## src/hw/rtl/ttcs_pkg.sv

```systemverilog
// Shared types and command codes for the terminal cursor store.
package ttcs_pkg;

  typedef enum logic [4:0] {
    M_PUTC = 5'd0, M_RAW = 5'd1, M_SETC = 5'd2, M_PUTXY = 5'd3, M_GOTO = 5'd4,
    M_SETX = 5'd5, M_MOVEX = 5'd6, M_MOVEY = 5'd7, M_SOL = 5'd8, M_CFWD = 5'd9,
    M_LFWD = 5'd10, M_LF = 5'd11, M_CBACK = 5'd12, M_LBACK = 5'd13,
    M_SCRUP = 5'd14, M_SCRDN = 5'd15, M_CLS = 5'd16, M_CLL = 5'd17,
    M_CLEOL = 5'd18, M_ERS = 5'd19, M_ERL = 5'd20, M_MARG = 5'd21,
    M_RMARG = 5'd22, M_REV = 5'd23, M_SHOW = 5'd24, M_HIDE = 5'd25,
    M_INV = 5'd26, M_READ = 5'd27, M_NOP28 = 5'd28, M_NOP29 = 5'd29,
    M_NOP30 = 5'd30, M_NOP31 = 5'd31
  } mode_t;

  localparam logic [1:0] EK_TO_END = 2'd0;
  localparam logic [1:0] EK_TO_CUR = 2'd1;
  localparam logic [1:0] EK_ALL    = 2'd2;
  localparam logic [1:0] EK_NONE   = 2'd3;
  localparam logic [7:0] CH_CR     = 8'd13;
  localparam logic [7:0] CH_LF     = 8'd10;
  localparam logic [7:0] BIT7      = 8'h80;

  typedef struct packed {
    logic [4:0]        mode;
    logic signed [7:0] pos_x;
    logic signed [7:0] pos_y;
    logic signed [7:0] step;
    logic [7:0]        char_code;
    logic [1:0]        erase_kind;
    logic signed [7:0] top_row;
    logic signed [7:0] bottom_row;
    logic [7:0]        range_len;
    logic              reverse_on;
  } in_word_t;

  typedef struct packed {
    logic [7:0] read_char;
    logic [6:0] cursor_col;
    logic [4:0] cursor_row;
    logic       cursor_visible;
    logic [4:0] top_margin;
    logic [4:0] bottom_margin;
  } out_word_t;

  // memory operation kinds
  typedef enum logic [2:0] {
    OP_NONE = 3'd0, OP_WRITE = 3'd1, OP_FILL = 3'd2, OP_COPY = 3'd3,
    OP_INV = 3'd4, OP_READ = 3'd5
  } mop_t;

  // controller -> datapath
  typedef struct packed {
    logic load;
    logic again;
    logic wr_en;
    logic step;
    logic finish;
  } cmd_t;

  // datapath -> controller
  typedef struct packed {
    mop_t op;
    logic last;
    logic again;
  } sts_t;

endpackage

```

## src/hw/rtl/ttcs_ctrl.sv

```systemverilog
// Sequencer: clearing pass after reset, then decode, read, write, sweep and result phases of each command.
module ttcs_ctrl import ttcs_pkg::*; (
  input  logic clk,
  input  logic rst_n,
  input  logic in_valid,
  output logic in_stall,
  input  logic out_stall,
  output logic out_valid,
  input  sts_t sts,
  output cmd_t cmd
);
  typedef enum logic [5:0] {
    S_CLR  = 6'b000001,
    S_IDLE = 6'b000010,
    S_DEC  = 6'b000100,
    S_RD   = 6'b001000,
    S_WR   = 6'b010000,
    S_OUT  = 6'b100000
  } state_t;

  state_t state_r, state_nxt;

  always_ff @(posedge clk) begin
    if (!rst_n) begin
      state_r <= S_CLR;
    end else begin
      state_r <= state_nxt;
    end
  end

  assign in_stall  = !(state_r == S_IDLE);
  assign out_valid = (state_r == S_OUT);

  always_comb begin
    state_nxt = state_r;
    cmd = '0;
    case (state_r)
      S_CLR: begin
        cmd.wr_en = 1'b1;
        cmd.step  = 1'b1;
        if (sts.last) state_nxt = S_IDLE;
      end
      S_IDLE: begin
        if (in_valid) begin
          cmd.load = 1'b1;
          state_nxt = S_DEC;
        end
      end
      S_DEC: begin
        case (sts.op)
          OP_NONE:  state_nxt = S_OUT;
          OP_WRITE, OP_FILL: state_nxt = S_WR;
          default: state_nxt = S_RD;
        endcase
        if (sts.op == OP_NONE) cmd.finish = 1'b1;
      end
      S_RD: begin
        state_nxt = S_WR;
        if (sts.op == OP_READ) begin
          cmd.finish = 1'b1;
          state_nxt = S_OUT;
        end
      end
      S_WR: begin
        cmd.wr_en = 1'b1;
        cmd.step = 1'b1;
        if (sts.last) begin
          // scroll done ahead of a character: decode the held word again
          if (sts.again) begin
            cmd.load  = 1'b1;
            cmd.again = 1'b1;
            state_nxt = S_DEC;
          end else begin
            cmd.finish = 1'b1;
            state_nxt = S_OUT;
          end
        end else if (sts.op != OP_FILL) begin
          state_nxt = S_RD;
        end
      end
      S_OUT: begin
        if (!out_stall) state_nxt = S_IDLE;
      end
      default: state_nxt = S_CLR;
    endcase
  end

  assert property (@(posedge clk) disable iff (!rst_n)
    (cmd.load && !cmd.again) |-> state_r == S_IDLE)
    else $error("load outside idle");
  assert property (@(posedge clk) disable iff (!rst_n)
    (out_valid && out_stall) |=> out_valid)
    else $error("result dropped while stalled");
  assert property (@(posedge clk) disable iff (!rst_n)
    (state_r == S_OUT) |-> !cmd.wr_en)
    else $error("write while presenting result");
endmodule

```

## config.mk

```make
export PLATFORM = sky130hd
export DESIGN_NAME = ttcs_ctrl
export DESIGN_NICKNAME = d
export VERILOG_FILES = /design/src/hw/rtl/ttcs_pkg.sv /design/src/hw/rtl/ttcs_ctrl.sv
export SDC_FILE = /design/constraint.sdc
export NUM_CORES = 1
export LEC_CHECK = 0
export BUFFER_PORTS_ARGS = -buffer_cell sky130_fd_sc_hd__buf_2
export CORE_AREA = 2 2 39 41
export CTS_CLUSTER_DIAMETER = 100
export DETAILED_ROUTE_END_ITERATION = 16
export DIE_AREA = 0 0 41 43
export GPL_TIMING_DRIVEN = 0
export PLACE_DENSITY = 0.6
export REMOVE_ABC_BUFFERS = 1
export SYNTH_ARGS = -nofsm -noshare
export SYNTH_HDL_FRONTEND = slang
export SYNTH_SLANG_ARGS = --single-unit
```

## constraint.sdc

```tcl
create_clock -name clk -period 1.65 [get_ports clk]
set_input_delay 0.165 -clock clk [delete_from_list [all_inputs] [get_ports clk]]
set_output_delay 0.165 -clock clk [all_outputs]
set_load 0.005 [all_outputs]
```

# ---- Yosys cells after proc, flatten, opt, wreduce, memory -nomap -nowiden
# Index checks and enable logic that the tools add are counted.
dict set report op_classes {
  eq_ne 14
  reduce_logical 5
  magnitude_cmp 0
  multipliers 0
  shifts 0
  bitwise_logic 0
  add_sub_neg 0
  muxes 20
  div_mod_pow 0
}
# operator n
set op_table {}
lappend op_table {{two-way mux 6 bit} 7}
lappend op_table {{one-hot mux 6 bit (6 select lines)} 1}
lappend op_table {{one-hot mux 6 bit (2 select lines)} 1}
lappend op_table {{equality test 6 x 1 -> 1 bit (second input constant)} 1}
lappend op_table {{equality test 6 x 2 -> 1 bit (second input constant)} 1}
lappend op_table {{equality test 6 x 3 -> 1 bit (second input constant)} 1}
lappend op_table {{equality test 6 x 4 -> 1 bit (second input constant)} 1}
lappend op_table {{equality test 6 x 5 -> 1 bit (second input constant)} 1}
lappend op_table {{equality test 6 bit (second input constant)} 1}
lappend op_table {{two-way mux 1 bit} 6}
lappend op_table {{two-way mux 2 bit} 3}
lappend op_table {{inequality test 2 bit (second input constant)} 3}
lappend op_table {{AND reduction 4 bit} 1}
lappend op_table {{OR reduction 2 bit} 2}
lappend op_table {{equality test 3 x 1 -> 1 bit (second input constant)} 1}
lappend op_table {{equality test 3 x 2 -> 1 bit (second input constant)} 1}
lappend op_table {{equality test 3 bit (second input constant)} 1}
lappend op_table {{logical NOT 3 bit} 1}
lappend op_table {{inequality test 3 x 2 -> 1 bit (second input constant)} 1}
lappend op_table {{inequality test 3 bit (second input constant)} 1}
lappend op_table {{one-hot mux 1 bit (3 select lines)} 1}
lappend op_table {{one-hot mux 1 bit (2 select lines)} 1}
lappend op_table {{logical NOT 1 bit} 1}
dict set report word_totals {
  input_bits 9
  latch_bits 0
  rom_bits 0
  elab_cells 40
  regBits 6
  mem_bits_rw 0
  mem_count 0
}

# ---- Depth between registers and ports, before layout
dict set report depth {
  ltp_word 4
  depth_mapped 5
  depth_no_buf 4
}

# ---- Worst setup path before layout
# Ideal clock, no wire load.
dict set report synth_timing {
  path_type {reg2reg}
  start {register state_r[1]}
  end {register state_r[2]}
  arrival_time_ps 1291
  setup_ps 115
  stages_incl_launch_ff 6
  path_slack_ps 244
  required_time_ps 1535
  path_cell_list {dfxtp_1 -> buf_6 -> nor4_2 -> nand4b_1 -> and4_1 -> and2_1}
}
dict set report synth_via {
  elab_chain_len 3
  elab_cells_between_ends 12
  cone_classes {10 x eq/ne; 1 x mux; 1 x reduce/logical}
}
# element line
set synth_rtl {}
lappend synth_rtl {{start, declared} ttcs_ctrl.sv:21} ;# state_t state_r, state_nxt;
lappend synth_rtl {{start signal, assigned} ttcs_ctrl.sv:27} ;# state_r <= state_nxt;
lappend synth_rtl {{equality test 6 x 5 -> 1 bit (tied with other cells)} ttcs_ctrl.sv:37} ;# case (state_r)
lappend synth_rtl {{inequality test 3 bit (no line) or inequality test 2 bit (tied branches)} --}
lappend synth_rtl {{AND reduction 4 bit (no line)} --}
# Several ways; a longest one is shown, not always the timed one.
# A chain may end at the register's enable or synchronous reset.

==> results.ini <==
[outcome]
outcome = finished, violations left
violations = negative setup slack

[synthesis]
synth_flop_cell = dfxtp_1
postSynthCellCount = 63
ys_warn_count = 0
synth_seq_cells = 6
synth-async-reset-ratio_pct = 0
synth_area_um2 = 520
ys_types = 28
synth.largest_area_cell = dfxtp_1
ys_top_cells_by_area = dfxtp_1 (23%), nand3_1 (5.8%), nand3b_1 (5.8%)
netlist.area_leader.share_pct = 23.1
synth_edf_count = 0
synth.avg_cell_area_um2 = 8.26
ys_seq_area_share_pct = 23.1

[power_and_ir_drop]
seqPwrFrac_pct = 39.9
ir_worst_vdd_mv = 0.389
p_leak_uw = 0.000319
p_per_area_nw_per_um2 = 568
swShare_pct = 30.5
clkPwrFrac_pct = 32.8
p_switching_uw = 130
power_frac_comb_pct = 27.3
p_int_uw = 296

[floorplan]
initial_core_util_pct = 37.6
coreArea_um2 = 1380
core.rowCount = 14
die_width_um = 41
die_area_um2 = 1760
io_pins = 16
die_h_um = 43

[sta]
post-route-period-util_pct = 101
setup_violations = 2
rsz0062_at_grt = yes
drv_slew = 0
tightest_slew_ns = 0.367
fmaxAchievable_mhz = 603
hold_viol_final = 0
slew_headroom_pct = 75.5
fin_ws_ns = -0.00860
finalCriticalPeriod_ns = 1.66
clock_skew_ns = 0.00488

[flow_run]
cap_violations = 0

[placement]
dpl.hpwl_um = 904
place_ws_ns = 0.0115
dp_cells = 91
port_buffers = 15
place_congestion = 0.864

[clock_tree]
cts_buffers = 3
clock-sinks = 6
clk_latency_ns = 0.25
h-tree-depth = 1
cts-root-buf = clkbuf_4
clk_pin_slew_worst_paths_ns = 0.05
tritoncts = built
ctsHoldBuffers = 0
max-clock-path-buffers = 2

[layout]
largestRegisters = state_r: 6 flops
final_cells = 105
final_cell_mix = buf_2 (15), buf_4 (11), nand3_1 (5), nand2_1 (5)
largest_reg_flops = 6
layout.nets = 100
drive_gt1_share_pct = 50.6
area_growth_pct = 44.0
final_common_cell = buf_2
final_util_pct = 54.2
antenna_cells_inserted = 0
regMostFlops = state_r

[worst_setup_path]
max_stage_delay_ns = 0.37
worst_path_max_delay_cell = dfxtp_4
critPathTopFamily = simple AND/OR/NAND/NOR gates
reg2reg_slack_ns = 0.07
required_ns = 1.48
critPathKind = reg2out
critical_path.startpoint_type = flop
cp.arrival_ns = 1.49
end_kind = output port
cp_num_buf_inv = 2
cp_max_fo = 7
cp_cell_sequence = buf_4 -> nor4b_4 -> nand3_2 -> o22ai_2 -> buf_2

[route]
dr.pass1.iters = 4
wirelength_um = 1330
drc = 0
ant_nets = 0
via_per_inst = 5.34
num_vias = 561
drt_iter0_drc = 3
wl_per_cell_um = 12.7

[grt]
grt_start_max_net_pins = 10
globalRoute.totalOverflow = 0
grt_pass1_vias = 500
grt_antenna_before_repair = 0
grt_pass1_wl_um = 2110
grt_use_total_pct = 17.7

[hold_path]
hold_class = in2reg

-- stage by stage --
step / hold WS, ns / power (uW) / instance area, um^2 / TNS (ns)
floorplan: 0.237 / 222 / 490 / 0
global placement: 0.396 / 260 / 586 / 0
detailed placement: 0.396 / 261 / 586 / 0
CTS: 0.141 / 415 / 684 / -0.0359
global route: 0.163 / 452 / 749 / -0.435
finish: 0.150 / 425 / 749 / -0.0104
-- per-layer routing --
metal / share of wire [%] / global-route usage, % / vias up
li1: - / - / 289
met4: 0.45 / 8.00 / 0
met1: 45 / 22.3 / 259
met3: 2.8 / 3.14 / 2
met2: 52 / 27.8 / 11
met5: 0 / 0 / -
-- power by group through the flow --
stage	Clock [uW]	Sequential, uW	Combinational [uW]
floorplan	0	166	55.9
global placement	0	170	90.2
detailed placement	0	170	90.5
CTS	143	170	101
global route	153	171	128
finish	140	170	116
-- final timing paths --
kind | start | end | cells after the start
setup / recovery | state_r[2] | cmd[4] | 5
hold / removal | rst_n | state_r[0] | 2
setup reg to reg | state_r[2] | state_r[2] | 6
hold reg to reg | state_r[3] | state_r[0] | 2
-- area by class of cell --
cell class,count,area (um^2)
sequential,6,134
tap,16,20.0
clock buffer,3,22.5
multi-input combinational,51,404
inverter,3,11.3
timing repair buffer,26,158
fill,130,634
-- cells by family after synthesis --
logic type	synth area share (%)
and+or+nand+nor	51.7
AOI/OAI and AO/OA	15.6
buffers and inverters	7.93
DFF	23.1
xor gates and xnor gates	1.68
-- Yosys cell counts, drive strengths merged, types with 3 or more instances --
library cell / count
a21oi: 3
and2: 3
buf: 3
dfxtp: 6
inv: 3
nand2: 5
nand3: 6
nand3b: 4
nor2: 3
nor2b: 3
o21ai: 5
-- worst reg2reg max path: cells and delay by family (launching register included) --
family,cells,cell delay (ns)
buf+inv,2,0.32
simple gates,4,0.79
flops,1,0.37
-- timing repair --
| item | 4_1_cts | 5_1_grt |
|---|---|---|
| pin swaps | 5 | 7 |
| endpoints found under the setup margin | 4 | 4 |
| setup buffers | 4 | 7 |
| gates resized for setup | 12 | 4 |
Power figures use the tool's default switching activity.
